File: config.mk
export PLATFORM = sky130hd
export DESIGN_NAME = weighted_line_position_flat
export DESIGN_NICKNAME = d
export VERILOG_FILES = /design/src/hw/rtl/wlp_pkg.sv /design/src/hw/rtl/wlp_ifs.sv /design/src/hw/rtl/wlp_datapath.sv /design/src/hw/rtl/wlp_controller.sv /design/src/hw/rtl/weighted_line_position.sv /design/src/flat_wrapper.sv
export SDC_FILE = /design/constraint.sdc
export NUM_CORES = 1
export LEC_CHECK = 0
export BUFFER_PORTS_ARGS = -buffer_cell sky130_fd_sc_hd__buf_2
export CORE_ASPECT_RATIO = 1.25
export CORE_MARGIN = 4
export CORE_UTILIZATION = 60
export DETAILED_ROUTE_END_ITERATION = 6
export PLACE_DENSITY = 0.81
export RECOVER_POWER = 100
export SLEW_MARGIN = 20
export SYNTH_ARGS = -nofsm -noshare
export SYNTH_HDL_FRONTEND = slang
export SYNTH_HIERARCHICAL = 1
export SYNTH_SLANG_ARGS = --single-unit
File: constraint.sdc
create_clock -name clock -period 13.2 [get_ports clock]
set_input_delay 3.96 -clock clock [delete_from_list [all_inputs] [get_ports clock]]
set_output_delay 3.96 -clock clock [all_outputs]
set_load 0.01 [all_outputs]
File: src/hw/rtl/wlp_pkg.sv
// types and constants of the weighted line position block
package wlp_pkg;

   localparam int NUM_LANES       = 8;
   localparam int LANE_W          = $clog2(NUM_LANES);
   localparam int READ_W          = 13;
   localparam int WEIGHT_W        = 16;
   localparam int MASK_W          = NUM_LANES;
   localparam int ERR_W           = 16;
   localparam int PROD_W          = WEIGHT_W + READ_W + 1;
   localparam int NUM_W           = 33;
   localparam int DEN_W           = 16;
   localparam int ABS_W           = NUM_W - 1;
   localparam int QUOT_BITS       = 17;
   localparam int CSR_IDX_W       = 4;
   localparam int CSR_DATA_W      = WEIGHT_W;
   localparam int NUM_SENSORS_DEF = 8;

   localparam logic [READ_W-1:0]      FULL_SCALE = READ_W'(4096);
   localparam logic signed [ERR_W:0]  ERR_MAX    = (ERR_W+1)'(32767);
   localparam logic signed [ERR_W:0]  ERR_MIN    = -(ERR_W+1)'(32768);

   // controller to datapath
   typedef struct packed {
      logic              load;
      logic              mul;
      logic              add;
      logic              div_init;
      logic              div_step;
      logic              finish;
      logic [LANE_W-1:0] lane;
   } cmd_type;

   // datapath to controller
   typedef struct packed {
      logic den_zero;
      logic out_free;
   } status_type;

endpackage

File: src/hw/rtl/wlp_ifs.sv
// request and response channel interfaces
interface wlp_req_if;
   import wlp_pkg::*;
   logic              valid;
   logic              ready;
   logic [READ_W-1:0] sensor_0;
   logic [READ_W-1:0] sensor_1;
   logic [READ_W-1:0] sensor_2;
   logic [READ_W-1:0] sensor_3;
   logic [READ_W-1:0] sensor_4;
   logic [READ_W-1:0] sensor_5;
   logic [READ_W-1:0] sensor_6;
   logic [READ_W-1:0] sensor_7;
   logic [MASK_W-1:0] invalid_mask;

   modport source (output valid, sensor_0, sensor_1, sensor_2, sensor_3, sensor_4,
                   sensor_5, sensor_6, sensor_7, invalid_mask, input ready);
   modport sink   (input valid, sensor_0, sensor_1, sensor_2, sensor_3, sensor_4,
                   sensor_5, sensor_6, sensor_7, invalid_mask, output ready);
endinterface

interface wlp_rsp_if;
   import wlp_pkg::*;
   logic                    valid;
   logic                    ready;
   logic signed [ERR_W-1:0] line_error;
   logic                    fallback_used;

   modport source (output valid, line_error, fallback_used, input ready);
   modport sink   (input valid, line_error, fallback_used, output ready);
endinterface

File: src/hw/rtl/wlp_datapath.sv
// weight registers, multiply-accumulate, radix-2 divider and result register
module wlp_datapath (
   input  logic                                    clock,
   input  logic                                    reset,
   input  logic                                    csr_we,
   input  logic [wlp_pkg::CSR_IDX_W-1:0]           csr_index,
   input  logic [wlp_pkg::CSR_DATA_W-1:0]          csr_wdata,
   input  logic [wlp_pkg::READ_W-1:0]              sensor_in [wlp_pkg::NUM_LANES],
   input  logic [wlp_pkg::MASK_W-1:0]              mask_in,
   input  wlp_pkg::cmd_type                        cmd,
   output wlp_pkg::status_type                     status,
   output logic                                    out_valid,
   input  logic                                    out_ready,
   output logic signed [wlp_pkg::ERR_W-1:0]        out_line_error,
   output logic                                    out_fallback
);
   import wlp_pkg::*;

   logic signed [WEIGHT_W-1:0] weight_ff [NUM_LANES];
   logic [READ_W-1:0]          sensor_ff [NUM_LANES];
   logic [MASK_W-1:0]          mask_ff;
   logic signed [PROD_W-1:0]   prod_ff, prod_in;
   logic [READ_W-1:0]          rdg_ff, rdg_in;
   logic signed [NUM_W-1:0]    num_ff;
   logic [DEN_W-1:0]           den_ff;
   logic [DEN_W-1:0]           rem_ff, rem_in;
   logic [QUOT_BITS-1:0]       sh_ff, sh_in;
   logic                       neg_ff;
   logic signed [ERR_W-1:0]    prev_ff, result_in;
   logic                       out_valid_ff;
   logic signed [ERR_W-1:0]    out_err_ff;
   logic                       out_fb_ff;

   logic [READ_W-1:0]          lane_rdg;
   logic                       lane_kept;
   logic [NUM_W-1:0]           num_neg;
   logic [ABS_W-1:0]           num_abs;
   logic [DEN_W:0]             trial;
   logic [DEN_W:0]             diff;
   logic signed [ERR_W+1:0]    quot_s;

   // lane product, zeroed for skipped readings
   always_comb begin
      lane_rdg  = sensor_ff[cmd.lane];
      lane_kept = !mask_ff[cmd.lane] && (lane_rdg <= FULL_SCALE);
      prod_in   = weight_ff[cmd.lane] * $signed({1'b0, lane_rdg});
      rdg_in    = lane_rdg;
      if (!lane_kept) begin
         prod_in = '0;
         rdg_in  = '0;
      end
   end

   // one restoring divide step
   always_comb begin
      num_neg = -num_ff;
      num_abs = num_ff[NUM_W-1] ? num_neg[ABS_W-1:0] : num_ff[ABS_W-1:0];
      trial   = {rem_ff, sh_ff[QUOT_BITS-1]};
      diff    = trial - {1'b0, den_ff};
      if (trial >= {1'b0, den_ff}) begin
         rem_in = diff[DEN_W-1:0];
         sh_in  = {sh_ff[QUOT_BITS-2:0], 1'b1};
      end else begin
         rem_in = trial[DEN_W-1:0];
         sh_in  = {sh_ff[QUOT_BITS-2:0], 1'b0};
      end
   end

   // signed quotient, clamped; previous error when nothing contributed
   always_comb begin
      quot_s = neg_ff ? -$signed({1'b0, sh_ff}) : $signed({1'b0, sh_ff});
      if (den_ff == '0) begin
         result_in = prev_ff;
      end else if (quot_s > (ERR_W+2)'(ERR_MAX)) begin
         result_in = ERR_MAX[ERR_W-1:0];
      end else if (quot_s < (ERR_W+2)'(ERR_MIN)) begin
         result_in = ERR_MIN[ERR_W-1:0];
      end else begin
         result_in = quot_s[ERR_W-1:0];
      end
   end

   always_ff @(posedge clock) begin
      if (reset) begin
         for (int i = 0; i < NUM_LANES; i++) begin
            weight_ff[i] <= '0;
         end
         prev_ff      <= '0;
         out_valid_ff <= 1'b0;
      end else begin
         if (csr_we && (csr_index < CSR_IDX_W'(NUM_LANES))) begin
            weight_ff[csr_index[LANE_W-1:0]] <= csr_wdata;
         end
         if (cmd.finish) begin
            prev_ff      <= result_in;
            out_valid_ff <= 1'b1;
         end else if (out_ready) begin
            out_valid_ff <= 1'b0;
         end
      end
   end

   always_ff @(posedge clock) begin
      if (cmd.load) begin
         sensor_ff <= sensor_in;
         mask_ff   <= mask_in;
         num_ff    <= '0;
         den_ff    <= '0;
      end
      if (cmd.mul) begin
         prod_ff <= prod_in;
         rdg_ff  <= rdg_in;
      end
      if (cmd.add) begin
         num_ff <= num_ff + NUM_W'(prod_ff);
         den_ff <= den_ff + DEN_W'(rdg_ff);
      end
      if (cmd.div_init) begin
         // quotient magnitude stays within QUOT_BITS, so the high dividend bits seed the remainder
         rem_ff <= DEN_W'(num_abs[ABS_W-1:QUOT_BITS]);
         sh_ff  <= num_abs[QUOT_BITS-1:0];
         neg_ff <= num_ff[NUM_W-1];
      end
      if (cmd.div_step) begin
         rem_ff <= rem_in;
         sh_ff  <= sh_in;
      end
      if (cmd.finish) begin
         out_err_ff <= result_in;
         out_fb_ff  <= (den_ff == '0);
      end
   end

   assign status.den_zero = (den_ff == '0);
   assign status.out_free = !out_valid_ff || out_ready;
   assign out_valid       = out_valid_ff;
   assign out_line_error  = out_err_ff;
   assign out_fallback    = out_fb_ff;

endmodule

File: src/hw/rtl/wlp_controller.sv
// sequencer for accumulate, divide and result hand-off
module wlp_controller #(
   parameter int NUM_SENSORS = wlp_pkg::NUM_SENSORS_DEF
) (
   input  logic                clock,
   input  logic                reset,
   input  logic                req_valid,
   output logic                req_ready,
   input  wlp_pkg::status_type status,
   output wlp_pkg::cmd_type    cmd
);
   import wlp_pkg::*;

   localparam int CNT_W  = $clog2(NUM_SENSORS);
   localparam int STEP_W = $clog2(QUOT_BITS);

   typedef enum logic [5:0] {
      ST_IDLE  = 6'b000001,
      ST_MUL   = 6'b000010,
      ST_ADD   = 6'b000100,
      ST_DINIT = 6'b001000,
      ST_DIV   = 6'b010000,
      ST_DONE  = 6'b100000
   } state_type;

   state_type         state_ff, state_in;
   logic [CNT_W-1:0]  lane_ff, lane_in;
   logic [STEP_W-1:0] step_ff, step_in;

   always_comb begin
      state_in     = state_ff;
      lane_in      = lane_ff;
      step_in      = step_ff;
      req_ready    = 1'b0;
      cmd          = '0;
      cmd.lane     = LANE_W'(lane_ff);
      case (state_ff)
         ST_IDLE: begin
            req_ready = 1'b1;
            if (req_valid) begin
               cmd.load = 1'b1;
               lane_in  = '0;
               state_in = ST_MUL;
            end
         end
         ST_MUL: begin
            cmd.mul  = 1'b1;
            state_in = ST_ADD;
         end
         ST_ADD: begin
            cmd.add = 1'b1;
            if (lane_ff == CNT_W'(NUM_SENSORS - 1)) begin
               state_in = ST_DINIT;
            end else begin
               lane_in  = lane_ff + 1'b1;
               state_in = ST_MUL;
            end
         end
         ST_DINIT: begin
            cmd.div_init = 1'b1;
            step_in      = '0;
            state_in     = status.den_zero ? ST_DONE : ST_DIV;
         end
         ST_DIV: begin
            cmd.div_step = 1'b1;
            if (step_ff == STEP_W'(QUOT_BITS - 1)) begin
               state_in = ST_DONE;
            end else begin
               step_in = step_ff + 1'b1;
            end
         end
         ST_DONE: begin
            if (status.out_free) begin
               cmd.finish = 1'b1;
               state_in   = ST_IDLE;
            end
         end
         default: begin
            state_in = ST_IDLE;
         end
      endcase
   end

   always_ff @(posedge clock) begin
      if (reset) begin
         state_ff <= ST_IDLE;
         lane_ff  <= '0;
         step_ff  <= '0;
      end else begin
         state_ff <= state_in;
         lane_ff  <= lane_in;
         step_ff  <= step_in;
      end
   end

endmodule

File: src/hw/rtl/weighted_line_position.sv
// top level of the weighted line position block
// Weighted-centroid line position. Each request is one frame of eight Q1.12
// reflectance readings (4096 = 1.0) plus an invalid mask; readings that are
// masked or above 4096 are skipped, as are lanes at or beyond NUM_SENSORS. The
// block returns sum(weight_i * reading_i) / sum(reading_i), truncated toward
// zero and clamped to 16 bits; when the sum of readings is zero it returns the
// previous result with fallback_used set. Weights are written through the csr
// port (index 0..7, higher indexes ignored); the user must write them only while
// the block is idle, which the block does not enforce. One request is handled at
// a time, stepped by one shared multiplier through the lanes and a radix-2
// divider that produces one of 17 quotient bits per cycle. A frame with no
// usable reading skips the divider. The result sits in an output register, so
// the next request is accepted while the previous response still waits to be
// taken.
module weighted_line_position #(
   parameter int NUM_SENSORS = wlp_pkg::NUM_SENSORS_DEF
) (
   input  logic                            clock,
   input  logic                            reset,
   wlp_req_if.sink                         req_chan,
   wlp_rsp_if.source                       rsp_chan,
   input  logic                            csr_we,
   input  logic [wlp_pkg::CSR_IDX_W-1:0]   csr_index,
   input  logic [wlp_pkg::CSR_DATA_W-1:0]  csr_wdata
);
   import wlp_pkg::*;

   cmd_type           cmd;
   status_type        status;
   logic [READ_W-1:0] sensors [NUM_LANES];
   logic              req_ready;

   // request fields gathered into a lane array for the datapath
   always_comb begin
      sensors[0] = req_chan.sensor_0;
      sensors[1] = req_chan.sensor_1;
      sensors[2] = req_chan.sensor_2;
      sensors[3] = req_chan.sensor_3;
      sensors[4] = req_chan.sensor_4;
      sensors[5] = req_chan.sensor_5;
      sensors[6] = req_chan.sensor_6;
      sensors[7] = req_chan.sensor_7;
   end

   // ready only in idle; the request is captured on acceptance
   assign req_chan.ready = req_ready;

   // sequencer: lane loop, divider steps, hand-off to the output register
   wlp_controller #(
      .NUM_SENSORS (NUM_SENSORS)
   ) u_controller (
      .clock     (clock),
      .reset     (reset),
      .req_valid (req_chan.valid),
      .req_ready (req_ready),
      .status    (status),
      .cmd       (cmd)
   );

   // weights, accumulators, divider, previous error and response register
   wlp_datapath u_datapath (
      .clock          (clock),
      .reset          (reset),
      .csr_we         (csr_we),
      .csr_index      (csr_index),
      .csr_wdata      (csr_wdata),
      .sensor_in      (sensors),
      .mask_in        (req_chan.invalid_mask),
      .cmd            (cmd),
      .status         (status),
      .out_valid      (rsp_chan.valid),
      .out_ready      (rsp_chan.ready),
      .out_line_error (rsp_chan.line_error),
      .out_fallback   (rsp_chan.fallback_used)
   );

endmodule

File: src/flat_wrapper.sv
// flat-port wrapper written by rule: the top's interface ports become plain ports
module weighted_line_position_flat import wlp_pkg::*;
#(
   parameter int NUM_SENSORS = wlp_pkg::NUM_SENSORS_DEF
)
  (clock, reset, csr_we, csr_index, csr_wdata, req_chan_valid, req_chan_sensor_0, req_chan_sensor_1, req_chan_sensor_2, req_chan_sensor_3, req_chan_sensor_4, req_chan_sensor_5, req_chan_sensor_6, req_chan_sensor_7, req_chan_invalid_mask, req_chan_ready, rsp_chan_valid, rsp_chan_line_error, rsp_chan_fallback_used, rsp_chan_ready);
  wlp_req_if req_chan_i ();
  wlp_rsp_if rsp_chan_i ();
  input  logic clock;
  input  logic reset;
  input  logic csr_we;
  input  logic [wlp_pkg::CSR_IDX_W-1:0] csr_index;
  input  logic [wlp_pkg::CSR_DATA_W-1:0] csr_wdata;
  input wire logic [$bits(req_chan_i.valid)-1:0] req_chan_valid;
  input wire logic [$bits(req_chan_i.sensor_0)-1:0] req_chan_sensor_0;
  input wire logic [$bits(req_chan_i.sensor_1)-1:0] req_chan_sensor_1;
  input wire logic [$bits(req_chan_i.sensor_2)-1:0] req_chan_sensor_2;
  input wire logic [$bits(req_chan_i.sensor_3)-1:0] req_chan_sensor_3;
  input wire logic [$bits(req_chan_i.sensor_4)-1:0] req_chan_sensor_4;
  input wire logic [$bits(req_chan_i.sensor_5)-1:0] req_chan_sensor_5;
  input wire logic [$bits(req_chan_i.sensor_6)-1:0] req_chan_sensor_6;
  input wire logic [$bits(req_chan_i.sensor_7)-1:0] req_chan_sensor_7;
  input wire logic [$bits(req_chan_i.invalid_mask)-1:0] req_chan_invalid_mask;
  output wire logic [$bits(req_chan_i.ready)-1:0] req_chan_ready;
  output wire logic [$bits(rsp_chan_i.valid)-1:0] rsp_chan_valid;
  output wire logic [$bits(rsp_chan_i.line_error)-1:0] rsp_chan_line_error;
  output wire logic [$bits(rsp_chan_i.fallback_used)-1:0] rsp_chan_fallback_used;
  input wire logic [$bits(rsp_chan_i.ready)-1:0] rsp_chan_ready;
  assign req_chan_i.valid = req_chan_valid;
  assign req_chan_i.sensor_0 = req_chan_sensor_0;
  assign req_chan_i.sensor_1 = req_chan_sensor_1;
  assign req_chan_i.sensor_2 = req_chan_sensor_2;
  assign req_chan_i.sensor_3 = req_chan_sensor_3;
  assign req_chan_i.sensor_4 = req_chan_sensor_4;
  assign req_chan_i.sensor_5 = req_chan_sensor_5;
  assign req_chan_i.sensor_6 = req_chan_sensor_6;
  assign req_chan_i.sensor_7 = req_chan_sensor_7;
  assign req_chan_i.invalid_mask = req_chan_invalid_mask;
  assign req_chan_ready = req_chan_i.ready;
  assign rsp_chan_valid = rsp_chan_i.valid;
  assign rsp_chan_line_error = rsp_chan_i.line_error;
  assign rsp_chan_fallback_used = rsp_chan_i.fallback_used;
  assign rsp_chan_i.ready = rsp_chan_ready;
  weighted_line_position #(.NUM_SENSORS(NUM_SENSORS)) u_core (.clock(clock), .reset(reset), .req_chan(req_chan_i), .rsp_chan(rsp_chan_i), .csr_we(csr_we), .csr_index(csr_index), .csr_wdata(csr_wdata));
endmodule
# ---- After elaboration in Yosys (flattened, before gate mapping)
# Memory sizes are Yosys's and may differ from the RTL's. A register that Yosys moved wholly into a read port is not among the register bits.
# Cells that the tools add are included.
dict set report totals {
  reg_bits 286
  ramBits 128
  input_bits 137
  out_inout_bits 19
  word_cells 120
  memories 1
}
dict set report classes {
  addsub 7
  multipliers 1
  magnitude_cmp 7
  n_eq_ne 13
  n_mux 52
  bitwise 1
  n_reduce_logical 15
}
# memory depth word_bits read_ports rd_ports_with_merged_regs wr line_no
set mem_list {}
lappend mem_list {u_core.u_datapath.weight_ff 8 16 1 1 8 wlp_datapath.sv:19} ;# logic signed [WEIGHT_W-1:0] weight_ff [NUM_LANES];
# cell count
set ops {}
lappend ops {{two-way mux 16 bit} 9}
lappend ops {{two-way mux 33 bit} 2}
lappend ops {{binary-select mux 13 bit (select 3 bit)} 1}
lappend ops {{one-hot mux 6 bit (6 select lines)} 1}
lappend ops {{two-way mux 17 bit} 2}
lappend ops {{adder 33 x 30 -> 33 bit} 1}
lappend ops {{two-way mux 32 bit} 1}
lappend ops {{negator 32 bit} 1}
lappend ops {{multiplier 16 x 14 -> 30 bit} 1}
lappend ops {{two-way mux 13 bit} 2}
lappend ops {{two-way mux 6 bit} 4}
lappend ops {{two-way mux 1 bit} 19}
lappend ops {{> comparator 18 x 16 -> 1 bit (second input constant)} 1}
lappend ops {{less-than comparator 18 x 16 -> 1 bit (second input constant)} 1}
lappend ops {{two-way mux 18 bit} 1}
lappend ops {{negator 17 -> 18 bit} 1}
lappend ops {{>= comparator 17 x 16 -> 1 bit} 1}
lappend ops {{adder 16 x 13 -> 16 bit} 1}
lappend ops {{zero test 16 bit} 1}
lappend ops {{OR reduction 16 bit} 1}
lappend ops {{subtractor 16 bit} 1}
lappend ops {{two-way mux 3 bit} 5}
lappend ops {{<= comparator 13 bit (second input constant)} 1}
lappend ops {{one-hot mux 5 bit (2 select lines)} 1}
lappend ops {{26 further kinds} 36}

# ---- Depth between registers and ports, before layout
dict set report logic_depth {
  ltp_word 7
  ltp_mapped 29
  depth_no_buf 24
}

# ---- Modules after synthesis
# The synthesis kept the hierarchy.
# module n_inst cells_per_inst area_per_inst_um2 seq_area_each_um2
set by_module_without_submodules {}
lappend by_module_without_submodules {wlp_datapath 1 2420 27931.8 11841.4}
lappend by_module_without_submodules {wlp_controller 1 84 802.0 280.3}

# ---- Least setup slack after synthesis
# No wires, ideal clock.
dict set report synth_path {
  path_kind {reg2reg}
  start {reg u_core.u_controller.lane_ff[0]}
  end {reg u_core.u_datapath.prod_ff[23] (data pin)}
  setup_ns 0.270
  t_arrival_ns 7.742
  required_time_ns 12.930
  setup_slack_ns 5.189
  stages_incl_launch_ff 29
  path_buffers 5
  synth_period_minus_slack_ns 8.011
  path_cell_list {dfxtp_1 -> buf_6 -> buf_6 -> buf_4 -> buf_2 -> buf_2 -> mux4_2 -> mux2i_1 -> nor2_1 -> fa_1 -> inv_1 -> fa_1 -> inv_1 -> fa_1 -> inv_1 -> fa_1 -> inv_1 -> fa_1 -> inv_1 -> fa_1 -> inv_1 -> ha_1 -> and3_1 -> a311oi_1 -> a21oi_1 -> a31o_2 -> a21o_1 -> a211oi_1 -> a2111oi_2}
}
dict set report synth_between {
  elab_chain_len 6
  elab_cells_between_ends 10
  classes_between {mul: 1; order compare: 1; mux: 5; bitwise: 1; reduce/logical: 2}
}
# element line_no
set synth_rtl {}
lappend synth_rtl {{start: declaration} wlp_controller.sv:27} ;# logic [CNT_W-1:0] lane_ff, lane_in;
lappend synth_rtl {{start signal: assignment} wlp_controller.sv:91} ;# lane_ff <= lane_in;
lappend synth_rtl {{branches (longest 6 deep; another with multiplier 16 x 14 -> 30 bit)} -}
lappend synth_rtl {{end signal: assignment} wlp_datapath.sv:111} ;# prod_ff <= prod_in;
lappend synth_rtl {{end: declaration} wlp_datapath.sv:22} ;# logic signed [PROD_W-1:0] prod_ff, prod_in;
# Parallel ways; which one is timed is not known. The select of a mux whose other input is x is not followed.
# A chain may end at the register's enable or synchronous reset.

# ---- Worst setup path in the final report
dict set report layout_path {
  start {reg u_core.u_controller.lane_ff[0]}
  end {reg u_core.u_datapath.prod_ff[29] (data pin)}
}
# The elaborated chain is that of the path after synthesis.

==> out/metrics.yaml <==
p_total_mw: 8.26
worst-path-buf-inv: 5
avgSynthCellArea_um2: 11.5
nets: 3147
cp-end-kind: "register"
cts_setup_buffers: 0
grt_antenna_before_repair: 5
violations: "capacitance limit, slew limit"
dp.final_hpwl_um: 48900
finalNonFillerCells: 3336
multi_input_area_mm2: 0.0151
dp.cells: 3256
crit_chain: "buf_4, mux4_2, mux2i_1, nor2_1, fa_1, inv_1, fa_1, inv_1, fa_1, fa_1, fa_1, inv_1, fa_1, inv_1, ha_1, nand4_1, a2111oi_0, o31ai_1, o21ai_0, xnor2_1, nor2_1"
grt.overflow.total: 0
die_h_um: 253
synthToLayoutAreaGrowth_pct: 9.50
drtIter0Drc: 1126
fmax_mhz: 102
fp.dieW_um: 204
worstSkewPairLatency_ns: 0.59
cp_slowest_cell: "dfxtp_1"
finalSetupTns_ns: 0
post-route-min-period_ns: 9.84
power.density_mw_per_mm2: 262
yosysTopAreaCellShare: 0.400
port_buffers: 155
required_ns: 13.45
drc_errors: 0
cts_buffer_depth: 3
seqCellArea_mm2: 0.0121
worst-setup-path-type: "reg2reg"
cts_repair_resize_count: 0
fin_crit_sh: 0.745
synth-edff-count: 383
dieArea_mm2: 0.0515
grt_setup_unrepaired: "no"
max_cap_viol_count: 10
worstPathMaxFanout: 41
yosysWarnings: 6
cts.clk_slew.worst_paths_ns: 0.07
critical_path.max_stage_delay_ns: 1.37
drv_slew: 440
crit_family: "adder cells"
finalHoldViolations: 0
layout-drive-gt1-share: 0.116
cts_made_buffers: 42
netlist_area_mm2: 0.0287
worst_slew_pin_slew_ns: 5.27
finalInstanceArea_mm2: 0.0315
fillers: 3497
clock-sinks: 414
synthTopCellsByCount: "383 x edfxtp_1, 300 x inv_1, 252 x nor2_1"
syn-instance-count: 2504
grt_pass1_wl_um: 108000
viasPerCell: 5.88
grt_pass1_vias: 21100
ios: 156
start_util: 0.607
ff2ff_setup_slack_ns: 3.36
finalWirelength_um: 66600
placementRows: 89
via_count: 19600
synth_ff_type: "edfxtp_1"
setup_viol: 0
grt_start_max_net_pins: 101
synth_cell_types: 86
critPathLaunchType: "register"
hp-class: "reg2reg"
synth-seq-cells: 414
fin_skew_ns: 0.0276
synth_largest_area_cell: "edfxtp_1"
arrival_ns: 10.09
relSlewSlack: -2.51
ctsHoldBuffers: 0
async_flop_share: 0
vdd_drop_max_v: 0.000322
cts_root_buffer: "clkbuf_16"
synthTopCellsByArea: "edfxtp_1 40%, fa_1 14%, ha_1 6.1%, mux4_2 4.7%, inv_1 3.9%"
dr.pass1.iters: 5
core_mm2: 0.0473
cts_tree: "done"
seq_area_frac_synth: 0.422
status: "complete, but fails checks"
grtUsageTotal: 0.264
p_leak_nw: 12.7
gp_congestion: 0.939
syn_nets: 2987
detail-route-antenna-nets: 0
postPlaceCellArea_mm2: 0.0303
wire_per_inst_um: 20.0
synth.most_common_cell: "edfxtp_1"
htreeDepth: 2
cp_common_cell: "fa_1"
power by group:
part / total, mW / switching (mW) / internal [mW]
registers: 1.71 / 0.0575 / 1.65
clock network: 1.20 / 0.497 / 0.705
logic: 5.35 / 3.04 / 2.31
total: 8.26 / 3.60 / 4.66
worst paths after layout:
path	to	start	depth (start not counted)
hold reg to reg	u_core/u_datapath/prev_ff[2]	u_core/u_datapath/prev_ff[2]	2
setup reg to reg	u_core/u_datapath/prod_ff[29]	u_core/u_controller/lane_ff[0]	21
setup / recovery	u_core/u_datapath/prod_ff[29]	u_core/u_controller/lane_ff[0]	21
hold / removal	u_core/u_datapath/prev_ff[2]	u_core/u_datapath/prev_ff[2]	2
layout make-up:
cell class | instances | area share
well taps | 637 | 0.0253
clock inverters | 23 | 0.00939
diodes | 5 | 0.000398
flip-flops and latches | 414 | 0.385
clock buffers | 51 | 0.0345
inverters | 301 | 0.0359
repair buffers | 190 | 0.0293
multi-input cells | 1715 | 0.480
sequential cells by signal, indices dropped and copies added (netlist names):
name / flops
u_core/u_datapath/weight_ff: 128
u_core/u_datapath/sensor_ff: 104
u_core/u_datapath/sh_ff: 17
u_core/u_datapath/rem_ff: 16
u_core/u_datapath/out_valid: 1
u_core/u_controller/lane_ff: 3
u_core/u_datapath/out_fallback: 1
u_core/u_datapath/num_ff: 33
u_core/u_controller/step_ff: 5
u_core/u_datapath/prod_ff: 30
u_core/u_datapath/mask_ff: 8
u_core/u_datapath/out_line_error: 16
u_core/u_datapath/prev_ff: 16
u_core/u_controller/state_ff: 6
u_core/u_datapath/neg_ff: 1
u_core/u_datapath/rdg_ff: 13
u_core/u_datapath/den_ff: 16
metal layers:
metal  vias up  track usage  part of all wire
li1       9046            -                 -
met1      9660        0.298              0.35
met2       717        0.493              0.54
met3       197       0.0348             0.057
met4         0        0.125             0.048
met5         -            0                 0
metrics by stage:
| stage | hold slack [ns] | worst slack, ns | utilization |
|---|---|---|---|
| final | 0.469 | 3.36 | 0.665 |
| after global routing | 0.506 | 2.41 | 0.665 |
| after CTS | 0.463 | 4.19 | 0.669 |
| after detailed placement | 0.449 | 4.22 | 0.639 |
| after global placement | 0.437 | 4.39 | 0.639 |
| after floorplan | 0.425 | 5.19 | - |
kinds of logic after synthesis:
| group | synth area share |
|---|---|
| muxes | 0.0754 |
| and+or+nand+nor | 0.133 |
| adders and majority gates | 0.204 |
| buffers and inverters | 0.0514 |
| DFF | 0.422 |
| AOI/OAI and AO/OA | 0.0802 |
| xor gates and xnor gates | 0.0338 |
cell usage in the layout (no fill, tap or decap), drive strengths merged, types with 12 or more instances in the layout:
master and instances:
xor2 56, and2 140, o31ai 19, o21ai 75, nor2 252, nor2b 19
nand2b 21, xnor2 55, buf 139, nor4 17, and3 12, mux4 60
or3 16, nand2 187, dfxtp 31, mux2 25, inv 302, nand3 27
fa 205, o21a 14, o311ai 31, a21o 38, mux2i 53, clkbuf 102
or2 14, nor3 33, clkinv 13, edfxtp 383, ha 141, a21oi 90
tightest hold or removal path: stages, from the launching register on:
cell,delay [ns]
dfxtp_1,0.33
nand2_1,0.04
o311ai_0,0.06
(Power assumes the default switching activity.)
